**config.mk**
```make
export PLATFORM = sky130hd
export DESIGN_NAME = ultrasonic_echo_ranger_binner_core
export DESIGN_NICKNAME = d
export VERILOG_FILES = /design/src/sv/ueb_pkg.sv /design/src/sv/ultrasonic_echo_ranger_binner_core.sv /design/src/sv/ueb_regs.sv /design/src/sv/ueb_bin.sv /design/src/sv/ueb_ctrl.sv
export SDC_FILE = /design/constraint.sdc
export NUM_CORES = 1
export LEC_CHECK = 0
export BUFFER_PORTS_ARGS = -buffer_cell sky130_fd_sc_hd__buf_2
export CORE_ASPECT_RATIO = 0.7
export CORE_UTILIZATION = 59
export DETAILED_ROUTE_END_ITERATION = 8
export PLACE_DENSITY = 0.77
export SYNTH_ARGS = -nofsm -noshare
export SYNTH_HDL_FRONTEND = slang
export SYNTH_SLANG_ARGS = --single-unit
```
**constraint.sdc**
```tcl
create_clock -name clk -period 14.02 [get_ports clk]
set_input_delay 1.402 -clock clk [delete_from_list [all_inputs] [get_ports clk]]
set_output_delay 1.402 -clock clk [all_outputs]
set_load 0.005 [all_outputs]
```
**src/sv/ueb_pkg.sv**
```systemverilog
package ueb_pkg;

  localparam int NUM_BINS   = 9;
  localparam int COUNT_BITS = 21;

  localparam int BIN_SLOTS  = 16;
  localparam int TRIG_W     = 8;
  localparam int TICK_W     = 21;
  localparam int WIDTH_W    = 11;
  localparam int SPEED_W    = 4;
  localparam int CFG_ADDR_W = 3;
  localparam int CFG_DATA_W = 21;
  localparam int CMP_W      = (COUNT_BITS > TICK_W) ? COUNT_BITS : TICK_W;

  localparam int IN_DATA_W  = 8;
  localparam int OUT_DATA_W = 24;

  typedef enum logic [CFG_ADDR_W-1:0] {
    REG_ENABLE       = 3'd0,
    REG_TRIGGER_TICKS = 3'd1,
    REG_RISE_TIMEOUT = 3'd2,
    REG_HIGH_TIMEOUT = 3'd3,
    REG_HOLD_TICKS   = 3'd4
  } reg_idx_t;

  localparam logic [TRIG_W-1:0]  TRIGGER_TICKS_RST = TRIG_W'(10);
  localparam logic [TICK_W-1:0]  TIMEOUT_RST       = TICK_W'(1000000);
  localparam logic [SPEED_W-1:0] SPEED_RST         = SPEED_W'(5);

  // Upper width limit of each speed level; unused tail repeats the last one.
  localparam logic [WIDTH_W-1:0] BIN_LIMIT [BIN_SLOTS] = '{
    11'd167,  11'd443,  11'd702,  11'd841,  11'd1097, 11'd1306, 11'd1416, 11'd1507,
    11'd1772, 11'd1772, 11'd1772, 11'd1772, 11'd1772, 11'd1772, 11'd1772, 11'd1772
  };

  typedef struct packed {
    logic              enable;
    logic [TRIG_W-1:0] trigger_ticks;
    logic [TICK_W-1:0] rise_timeout;
    logic [TICK_W-1:0] high_timeout;
    logic [TICK_W-1:0] hold_ticks;
  } cfg_t;

  typedef struct packed {
    logic               timed_out;
    logic [SPEED_W-1:0] speed_level;
    logic [WIDTH_W-1:0] echo_width;
    logic               result_valid;
    logic               trig_out;
  } res_t;

endpackage

```
**src/sv/ultrasonic_echo_ranger_binner_core.sv**
```systemverilog
// Channel  | Dir | Handshake         | Payload
// s_*      | in  | s_tvalid/s_tready | s_tdata: one tick, echo level
// m_*      | out | m_tvalid/m_tready | m_tdata: trigger level, result, width, speed
// cfg_*    | in  | cfg_we            | cfg_addr, cfg_wdata: register write
//
// One word in, one word out, every cycle while m_tready is high. A tick is
// held in the input register, then the phase logic and threshold bins fill the
// output register. Back-pressure on m_tready holds the output register and then
// the input register. rst (synchronous) empties both stages, loads register
// defaults and returns the sequencer to idle.
module ultrasonic_echo_ranger_binner_core (
  input  logic                           clk,
  input  logic                           rst,
  input  logic                           s_tvalid,
  output logic                           s_tready,
  input  logic [ueb_pkg::IN_DATA_W-1:0]  s_tdata,   // [0] echo_level
  output logic                           m_tvalid,
  input  logic                           m_tready,
  // [0] trig_out, [1] result_valid, [12:2] echo_width, [16:13] speed_level,
  // [17] timed_out
  output logic [ueb_pkg::OUT_DATA_W-1:0] m_tdata,
  input  logic                           cfg_we,
  input  logic [ueb_pkg::CFG_ADDR_W-1:0] cfg_addr,
  input  logic [ueb_pkg::CFG_DATA_W-1:0] cfg_wdata
);

  ueb_pkg::cfg_t cfg;
  ueb_pkg::res_t res;
  logic          in_valid;
  logic          echo;
  logic          adv;

  assign adv      = in_valid && (!m_tvalid || m_tready);
  assign s_tready = !in_valid || adv;

  ueb_regs u_regs (
    .clk       (clk),
    .rst       (rst),
    .cfg_we    (cfg_we),
    .cfg_addr  (cfg_addr),
    .cfg_wdata (cfg_wdata),
    .cfg       (cfg)
  );

  ueb_ctrl u_ctrl (
    .clk  (clk),
    .rst  (rst),
    .adv  (adv),
    .echo (echo),
    .cfg  (cfg),
    .res  (res)
  );

  always_ff @(posedge clk) begin
    if (rst) begin
      in_valid <= 1'b0;
    end else if (s_tready) begin
      in_valid <= s_tvalid;
    end
  end

  always_ff @(posedge clk) begin
    if (s_tvalid && s_tready) begin
      echo <= s_tdata[0];
    end
  end

  always_ff @(posedge clk) begin
    if (rst) begin
      m_tvalid <= 1'b0;
    end else if (adv) begin
      m_tvalid <= 1'b1;
    end else if (m_tready) begin
      m_tvalid <= 1'b0;
    end
  end

  always_ff @(posedge clk) begin
    if (adv) begin
      m_tdata <= ueb_pkg::OUT_DATA_W'(res);
    end
  end

endmodule

```
**src/sv/ueb_regs.sv**
```systemverilog
module ueb_regs (
  input  logic                             clk,
  input  logic                             rst,
  input  logic                             cfg_we,
  input  logic [ueb_pkg::CFG_ADDR_W-1:0]   cfg_addr,
  input  logic [ueb_pkg::CFG_DATA_W-1:0]   cfg_wdata,
  output ueb_pkg::cfg_t                    cfg
);

  always_ff @(posedge clk) begin
    if (rst) begin
      cfg.enable        <= 1'b1;
      cfg.trigger_ticks <= ueb_pkg::TRIGGER_TICKS_RST;
      cfg.rise_timeout  <= ueb_pkg::TIMEOUT_RST;
      cfg.high_timeout  <= ueb_pkg::TIMEOUT_RST;
      cfg.hold_ticks    <= ueb_pkg::TIMEOUT_RST;
    end else if (cfg_we) begin
      unique case (cfg_addr)
        ueb_pkg::REG_ENABLE:        cfg.enable        <= cfg_wdata[0];
        ueb_pkg::REG_TRIGGER_TICKS: cfg.trigger_ticks <= cfg_wdata[ueb_pkg::TRIG_W-1:0];
        ueb_pkg::REG_RISE_TIMEOUT:  cfg.rise_timeout  <= cfg_wdata[ueb_pkg::TICK_W-1:0];
        ueb_pkg::REG_HIGH_TIMEOUT:  cfg.high_timeout  <= cfg_wdata[ueb_pkg::TICK_W-1:0];
        ueb_pkg::REG_HOLD_TICKS:    cfg.hold_ticks    <= cfg_wdata[ueb_pkg::TICK_W-1:0];
        default: ;
      endcase
    end
  end

endmodule

```
**src/sv/ueb_bin.sv**
```systemverilog
module ueb_bin (
  input  logic [ueb_pkg::COUNT_BITS-1:0] width,
  output logic                           over_top,
  output logic [ueb_pkg::SPEED_W-1:0]    level
);

  always_comb begin
    over_top = ueb_pkg::CMP_W'(width) >
               ueb_pkg::CMP_W'(ueb_pkg::BIN_LIMIT[ueb_pkg::NUM_BINS-1]);
    level = '0;
    // Scan from the top so the lowest matching threshold wins.
    for (int i = ueb_pkg::NUM_BINS - 1; i >= 0; i--) begin
      if (ueb_pkg::CMP_W'(width) <= ueb_pkg::CMP_W'(ueb_pkg::BIN_LIMIT[i])) begin
        level = ueb_pkg::SPEED_W'(i + 1);
      end
    end
  end

endmodule

```
**src/sv/ueb_ctrl.sv**
```systemverilog
module ueb_ctrl (
  input  logic          clk,
  input  logic          rst,
  input  logic          adv,
  input  logic          echo,
  input  ueb_pkg::cfg_t cfg,
  output ueb_pkg::res_t res
);

  typedef enum logic [2:0] {
    PH_IDLE = 3'd0,
    PH_TRIG = 3'd1,
    PH_RISE = 3'd2,
    PH_MEAS = 3'd3,
    PH_HOLD = 3'd4
  } phase_t;

  localparam logic [ueb_pkg::COUNT_BITS-1:0] CNT_MAX = '1;

  phase_t                          phase, phase_a, phase_next;
  logic [ueb_pkg::COUNT_BITS-1:0]  phase_cnt, pc_a, phase_cnt_next;
  logic [ueb_pkg::COUNT_BITS-1:0]  width_cnt, wc_a, width_cnt_next;
  logic [ueb_pkg::COUNT_BITS-1:0]  pc_inc;
  logic [ueb_pkg::SPEED_W-1:0]     speed, speed_next;
  logic                            trig, done, tmo_a;
  logic                            over_top;
  logic [ueb_pkg::SPEED_W-1:0]     level;

  function automatic logic [ueb_pkg::COUNT_BITS-1:0] sat_inc(
    input logic [ueb_pkg::COUNT_BITS-1:0] v
  );
    return (v == CNT_MAX) ? v : v + 1'b1;
  endfunction

  // Phase advance and counting; done marks the end of a measurement.
  always_comb begin
    phase_a = phase;
    pc_a    = phase_cnt;
    wc_a    = width_cnt;
    pc_inc  = '0;
    trig    = 1'b0;
    done    = 1'b0;
    tmo_a   = 1'b0;
    if (!cfg.enable) begin
      phase_a = PH_IDLE;
      pc_a    = '0;
      wc_a    = '0;
    end else begin
      unique case (phase)
        PH_IDLE: begin
          phase_a = PH_TRIG;
          pc_a    = '0;
        end
        PH_HOLD: begin
          if (ueb_pkg::CMP_W'(phase_cnt) >= ueb_pkg::CMP_W'(cfg.hold_ticks)) begin
            phase_a = PH_TRIG;
            pc_a    = '0;
          end else begin
            pc_a = sat_inc(phase_cnt);
          end
        end
        PH_RISE: begin
          if (echo) begin
            phase_a = PH_MEAS;
            wc_a    = '0;
          end else begin
            pc_inc = sat_inc(phase_cnt);
            pc_a   = pc_inc;
            if (ueb_pkg::CMP_W'(pc_inc) >= ueb_pkg::CMP_W'(cfg.rise_timeout)) begin
              phase_a = PH_MEAS;
              wc_a    = '0;
              pc_a    = '0;
            end
          end
        end
        PH_MEAS: ;
        PH_TRIG: ;
        default: begin
          phase_a = PH_TRIG;
          pc_a    = '0;
        end
      endcase

      if (phase_a == PH_TRIG) begin
        trig = 1'b1;
        pc_a = sat_inc(pc_a);
        if (ueb_pkg::CMP_W'(pc_a) >= ueb_pkg::CMP_W'(cfg.trigger_ticks)) begin
          phase_a = PH_RISE;
          pc_a    = '0;
        end
      end else if (phase_a == PH_MEAS &&
                   (echo || wc_a != '0 || pc_a == '0)) begin
        if (echo) begin
          wc_a = sat_inc(wc_a);
          if (ueb_pkg::CMP_W'(wc_a) >= ueb_pkg::CMP_W'(cfg.high_timeout)) begin
            done  = 1'b1;
            tmo_a = 1'b1;
          end
        end else begin
          done = 1'b1;
        end
      end
    end
  end

  ueb_bin u_bin (
    .width    (wc_a),
    .over_top (over_top),
    .level    (level)
  );

  // Close out a measurement: oversized widths retrigger without a result.
  always_comb begin
    phase_next       = phase_a;
    phase_cnt_next   = pc_a;
    width_cnt_next   = wc_a;
    speed_next       = speed;
    res.trig_out     = trig;
    res.result_valid = 1'b0;
    res.echo_width   = '0;
    res.timed_out    = 1'b0;
    if (done) begin
      width_cnt_next = '0;
      phase_cnt_next = '0;
      if (over_top) begin
        phase_next = PH_TRIG;
      end else begin
        speed_next       = level;
        res.result_valid = 1'b1;
        res.echo_width   = wc_a[ueb_pkg::WIDTH_W-1:0];
        res.timed_out    = tmo_a;
        phase_next       = PH_HOLD;
      end
    end
    res.speed_level = speed_next;
  end

  always_ff @(posedge clk) begin
    if (rst) begin
      phase     <= PH_IDLE;
      phase_cnt <= '0;
      width_cnt <= '0;
      speed     <= ueb_pkg::SPEED_RST;
    end else if (adv) begin
      phase     <= phase_next;
      phase_cnt <= phase_cnt_next;
      width_cnt <= width_cnt_next;
      speed     <= speed_next;
    end
  end

endmodule

```
Word-level counts from Yosys, hierarchy flattened
Index checks and enable logic that the tools add are counted.

Register bits after elaboration: 142. Word-level logic and storage cells: 123. Input bits: 37. Output and inout port bits: 26.

Mux-type cells: 51. $lt $le $gt $ge: 14. Equal/unequal tests: 13. Add/sub/neg operators: 3. Bitwise logic cells: 4. Reductions and logical operators: 21.

Operator list (number): $mux W21 (20); $le A21 B11 Y1 const B (5); $add A21 B1 Y21 const B (3); $eq A21 B21 Y1 const B (3); $ge A21 B21 Y1 (3); $pmux W21 S3 (1); $mux W4 (11); $le A21 B10 Y1 const B (2); $mux W3 (9); $ge A21 B8 Y1 (1); $gt A21 B11 Y1 const B (1); $le A21 B8 Y1 const B (1); $le A21 B9 Y1 const B (1); $logic_not A21 Y1 (1); $reduce_bool A21 Y1 (1); $eq A3 B2 Y1 const B (5); $reduce_and A2 Y1 (5); $eq A3 B1 Y1 const B (3); $mux W1 (9); $pmux W3 S3 (1); $eq A3 B3 Y1 const B (2); $reduce_or A6 Y1 (1); $logic_or A1 B1 Y1 (4); $not A1 Y1 (4); other kinds (5) (9).

Longest topological paths before layout
Word-level depth: 26. Gate-level depth with buffers: 40. Depth with buffers taken out: 35.

Modules after synthesis
A second synthesis with hierarchy kept.

Cells, all modules: 1367. Area, all modules: 11099.4 sq um.

Modules (own cells, without submodules): ueb_ctrl (times used 1, area an instance 6996.7 sq um, cells each 996, seq. area each 980.9 sq um); ueb_regs (times used 1, area an instance 2865.2 sq um, cells each 266, seq. area each 1441.4 sq um); ultrasonic_echo_ranger_binner_core (times used 1, area an instance 723.2 sq um, cells each 36, seq. area each 610.6 sq um); ueb_bin (times used 1, area an instance 514.2 sq um, cells each 69, seq. area each 0.0 sq um).

Worst setup path before layout
OpenSTA, ideal clock, no wires.

Path kind: flip-flop to flip-flop. Start point: register u_ctrl.phase_cnt[3] (netlist bit). End point: register u_ctrl.width_cnt[11] (netlist bit). Data required time: 13.929 ns. Period minus slack after synthesis: 7.696 ns. Arrival time: 7.605 ns. Stages on the path, launching flop included: 38. Setup slack: 6.324 ns. Library setup time: 0.091 ns. Path buffers: 5. Path through: dfxtp_1 > clkbuf_1 > nand3_1 > nor2_1 > o2111ai_1 > nor3_1 > xor2_1 > ha_1 > a21oi_1 > a21boi_0 > a2111o_1 > o21a_1 > clkbuf_1 > clkbuf_1 > nor2_1 > ha_1 > nand4_2 > nor2_1 > [... 2 more ...] > nor3_1 > xnor2_1 > nor2_1 > ha_1 > a21o_1 > a21o_1 > a21oi_1 > o21a_1 > nor2_1 > a211oi_1 > nand3_1 > nand3b_1 > buf_2 > nand3_1 > nor2_1 > clkbuf_1 > o21ai_0 > a311oi_1.

Word-level cells in the longest chain between the ends: 16. Elaborated cells between the ends (all ways): 40. Classes of those cells: 2 x add/sub; 3 x order compare; 4 x eq/ne; 26 x mux; 5 x reduce/logical.

RTL lines: start, declared (RTL line ueb_ctrl.sv:21) `logic [ueb_pkg::COUNT_BITS-1:0] phase_cnt, pc_a, phase_cnt_next;`; start signal, assigned (RTL line ueb_ctrl.sv:146) `phase_cnt <= phase_cnt_next;`; $add A21 B1 Y21 / $eq A21 B21 Y1 (equally long branches) (RTL line ueb_ctrl.sv:32) `return (v == CNT_MAX) ? v : v + 1'b1;`; $mux W21 (RTL line ueb_ctrl.sv:32); $ge A21 B21 Y1 (RTL line ueb_ctrl.sv:69) `if (ueb_pkg::CMP_W'(pc_inc) >= ueb_pkg::CMP_W'(cfg.rise_timeout)) begin`; $mux W21 (RTL line ueb_ctrl.sv:69); $mux W21 (RTL line ueb_ctrl.sv:63) `if (echo) begin`; $mux W21 (RTL line ueb_ctrl.sv:49) `unique case (phase)`; $mux W21 (RTL line ueb_ctrl.sv:44) `if (!cfg.enable) begin`; $add A21 B1 Y21 / $eq A21 B21 Y1 (equally long branches) (RTL line ueb_ctrl.sv:32); $mux W21 (RTL line ueb_ctrl.sv:32); $ge A21 B21 Y1 (RTL line ueb_ctrl.sv:95) `if (ueb_pkg::CMP_W'(wc_a) >= ueb_pkg::CMP_W'(cfg.high_timeout)) begin`; $mux W1 (RTL line ueb_ctrl.sv:95); $mux W1 (RTL line ueb_ctrl.sv:93) `if (echo) begin`; $mux W1 (RTL line ueb_ctrl.sv:91) `end else if (phase_a == PH_MEAS &&`; $mux W1 (RTL line ueb_ctrl.sv:84) `if (phase_a == PH_TRIG) begin`; $mux W1 (RTL line ueb_ctrl.sv:44); $mux W21 * (RTL line ueb_ctrl.sv:122) `if (done) begin`; end signal, assigned (RTL line ueb_ctrl.sv:147) `width_cnt <= width_cnt_next;`; end, declared (RTL line ueb_ctrl.sv:22) `logic [ueb_pkg::COUNT_BITS-1:0] width_cnt, wc_a, width_cnt_next;`.

Mark *: on every way between the ends. The rest lies on a longest branch, timed or not. The select of a mux whose other input is x is not followed. A chain may end at the register's enable or synchronous reset.

Worst setup path after layout
Start point: register u_ctrl.phase_cnt[5] (netlist bit). End point: register u_ctrl.phase_cnt[7] (netlist bit).

Word-level cells in the longest chain between the ends: 16. Elaborated cells between the ends (all ways): 43. Classes of those cells: 3 x add/sub; 4 x order compare; 5 x eq/ne; 26 x mux; 5 x reduce/logical.

RTL lines (RTL line): $add A21 B1 Y21 / $eq A21 B21 Y1 (equally long branches) (ueb_ctrl.sv:32); $mux W21 (ueb_ctrl.sv:32); $ge A21 B21 Y1 (ueb_ctrl.sv:69); $mux W21 (ueb_ctrl.sv:69); $mux W21 (ueb_ctrl.sv:63); $mux W21 (ueb_ctrl.sv:49); $mux W21 (ueb_ctrl.sv:44); $add A21 B1 Y21 / $eq A21 B21 Y1 (equally long branches) (ueb_ctrl.sv:32); $mux W21 (ueb_ctrl.sv:32); $ge A21 B21 Y1 (ueb_ctrl.sv:95); $mux W1 (ueb_ctrl.sv:95); $mux W1 (ueb_ctrl.sv:93); $mux W1 (ueb_ctrl.sv:91); $mux W1 (ueb_ctrl.sv:84); $mux W1 (ueb_ctrl.sv:44); $mux W21 * (ueb_ctrl.sv:122).

Marked as above.

==> results.sh <==
export IMPL_vias_per_cell=6.72
export IMPL_syn_to_final_growth_pct=6.96
export IMPL_timing_hold_ws_ps=457
export IMPL_rows=41
export IMPL_relSlewSlack_pct=4.58
export IMPL_n_antenna_cell=0
export IMPL_drt_pass1_iterations=6
export IMPL_grt_max_degree=72
export IMPL_num_nets_final=1625
export IMPL_ys_flop_type="dfxtp_1"
export IMPL_slowest_stage="nor2_1"
export IMPL_cp_required_ps=14380
export IMPL_postCtsHoldBufs=0
export IMPL_hold_viol=0
export IMPL_finalSetupViolations=0
export IMPL_drive_above_1_share_pct=8.72
export IMPL_crit_fanout=31
export IMPL_power_density_nw_per_um2=79.0
export IMPL_final_period_utilization_pct=79.7
export IMPL_chipWidth_um=167
export IMPL_status="complete, no violations"
export IMPL_cts_tree="built"
export IMPL_wl_per_cell_um=21.3
export IMPL_cts_root_buf="clkbuf_16"
export IMPL_clk_pin_slew_worst_paths_ps=60
export IMPL_reg2reg_to="u_ctrl.phase_cnt[7]"
export IMPL_ios=63
export IMPL_grt_first_pass_wirelength_mm=58.7
export IMPL_synth_seq_area_share_pct=27.0
export IMPL_setup_tns_ps=0
export IMPL_synth_edf_count=19
export IMPL_r2r_cells=34
export IMPL_worstHoldPathType="reg2reg"
export IMPL_die_h_um=117
export IMPL_slowest_delay_ps=830
export IMPL_htree_levels=4
export IMPL_drt_iter0_markers=1729
export IMPL_core_area_um2=18300
export IMPL_max_freq_ghz=0.0895
export IMPL_cts_made_buffers=17
export IMPL_worstMarginPinSlew_ps=1410
export IMPL_yosysWarningCount=0
export IMPL_peakVddDrop_uv=101
export IMPL_clkLatencyLatePin_ps=440
export IMPL_holdPathStages=2
export IMPL_fill_cells=1649
export IMPL_avgSynthCellArea_um2=7.35
export IMPL_cp_common_cell="nor2_1"
export IMPL_grt_total_usage_pct=38.4
export IMPL_arrival_ps=11540
export IMPL_start_util_pct=61.4
export IMPL_syn_inst=1529
export IMPL_clk_path_buf_depth=2
export IMPL_place_area_um2=11400
export IMPL_wirelength_mm=37.5
export IMPL_gp_congestion=1.02
export IMPL_final_cell_area_um2=12000
export IMPL_cap_violations=0
export IMPL_numPortBuffers=49
export IMPL_antenna_found_initial=0
export IMPL_clock_sinks=142
export IMPL_cp_end_kind="register"
export IMPL_dieArea_um2=19600
export IMPL_fin_skew_ps=7.73
export IMPL_cts_resized=0
export IMPL_drc_errors=0
export IMPL_synth_cell_types=92
export IMPL_syn_cell_area_um2=11200
export IMPL_vias=11826
export IMPL_slew_violations=0
export IMPL_post_route_min_period_ps=11170
export IMPL_startpoint_type="register"
export IMPL_min_from="u_regs.cfg[41]"
export IMPL_post_cts_buffers=0
export IMPL_reg2reg_from="u_ctrl.phase_cnt[5]"
export IMPL_async_flop_share_pct=0
export IMPL_detail_route_antenna_nets=0
export IMPL_synth_seq_cells=142
export IMPL_hpwl_mm=28.0
export IMPL_r2r_slack_ps=2850
export IMPL_rsz0062_at_grt="false"
export IMPL_path_class="reg2reg"
export IMPL_grt_pass1_vias=10586
export IMPL_power_leakage_nw=4.59
export IMPL_whs_endpoint="u_regs.cfg[41]"
export IMPL_grt_ovfl_total=0
-- cell type report --
type | instances | area [um^2] | area share, %
Timing Repair Buffer | 62 | 343 | 2.85
Clock buffer | 20 | 478 | 3.97
Inverter | 98 | 368 | 3.06
Multi-Input combinational cell | 1191 | 7400 | 61.5
Sequential cell | 142 | 3030 | 25.2
Tap cell | 236 | 295 | 2.46
Clock inverter | 12 | 110 | 0.916
-- logic make-up (layout without fill, tap and decap cells) --
kind of cell	after synthesis	in the layout	synth area share, %
fa+ha+maj	76	76	8.46
flops	142	142	27.0
xor+xnor	57	57	4.51
other cells	1	6	0.0334
mux	13	13	1.18
compound gates	391	391	23.0
simple gates	648	648	28.5
buf+inv	201	192	7.39
-- critical path, delay by kind of cell, from the launching register on --
kind            cells  cell delay [ps]
simple gates       18             5690
compound gates     10             2870
fa+ha+maj           3              760
flops               1              710
xor+xnor            2              710
buf+inv             1              310
-- report_power, final --
part | leakage, nW | switching [mW] | internal, mW
Sequential | 1.16 | 0.00554 | 0.420
Combinational | 3.13 | 0.0485 | 0.0212
Clock | 0.291 | 0.190 | 0.264
Total | 4.59 | 0.244 | 0.706
-- synthesized netlist by cell type, types with 6 or more instances --
cell type	n	area share (%)
or2_2	12	0.67
edfxtp_1	19	5.1
o21ai_0	66	2.9
nor2b_1	8	0.45
buf_1	15	0.50
or3_1	11	0.61
o31ai_1	12	0.80
nor2_1	141	4.7
and4_1	9	0.70
a211oi_1	14	0.93
a21oi_1	117	5.2
a32o_1	6	0.53
a21o_1	20	1.3
mux2i_1	11	0.98
o211ai_1	33	2.2
nand2b_1	10	0.56
nor4_1	23	1.3
a311oi_1	6	0.47
nand3_1	53	2.4
and2_1	13	0.72
dfxtp_1	123	22
a22oi_1	18	1.2
a31oi_1	27	1.5
xnor2_1	34	2.6
nand3b_1	8	0.53
ha_1	76	8.5
nand4_1	40	2.2
nor3_1	40	1.8
buf_4	13	0.87
nand2_1	228	7.6
inv_1	94	3.1
o21a_1	9	0.60
buf_2	16	0.71
clkbuf_1	58	1.9
xor2_1	22	1.7
and3_1	20	1.1
-- layer usage --
layer | GRT usage (%) | routed length [um]
met5 | 0 | 0
met4 | 10.8 | 748
met3 | 13.9 | 5830
met2 | 49.8 | 14100
met1 | 57.9 | 16900
-- state kept, by name, indices dropped and copies added (netlist names) --
name,flops
echo,1
u_ctrl.phase,3
m_tdata,18
u_ctrl.phase_cnt,21
u_ctrl.speed,4
in_valid,1
u_ctrl.width_cnt,21
u_regs.cfg,72
m_tvalid,1
-- worst max-delay path by stage --
| stage | startpoint | end | slack, ps | depth (start not counted) |
|---|---|---|---|---|
| global placement | u_ctrl.phase_cnt[5] | u_ctrl.width_cnt[15] | 3630 | 32 |
| CTS | u_ctrl.phase_cnt[5] | u_ctrl.phase_cnt[7] | 3510 | 34 |
| floorplan | u_ctrl.phase_cnt[3] | u_ctrl.width_cnt[11] | 6320 | 37 |
| global route | u_ctrl.phase_cnt[11] | u_ctrl.phase_cnt[20] | 2370 | 34 |
| finish | u_ctrl.phase_cnt[5] | u_ctrl.phase_cnt[7] | 2850 | 34 |
| detailed placement | u_ctrl.phase_cnt[5] | u_ctrl.width_cnt[15] | 3580 | 34 |
-- stage by stage --
step                      power, mW  utilization (%)  std cells  setup WS, ps
after floorplan               0.475                -       1534          6320
after global placement        0.500             62.5       1729          3630
after detailed placement      0.501             62.5       1729          3580
after CTS                     0.949             65.7       1761          3510
after global routing          0.976             65.7       1761          2370
final                         0.950             65.7       1761          2850
-- cells in the final DEF (no fill, tap or decap), drive strengths merged, types with 28 or more instances in the layout --
master,instances
o211ai,33
nand4,43
nand2,228
buf,62
nand3,55
dfxtp,123
inv,96
a31oi,28
o21ai,71
xnor2,35
nor3,41
a21oi,119
ha,76
nor2,141
Power figures use the tool's default switching activity.
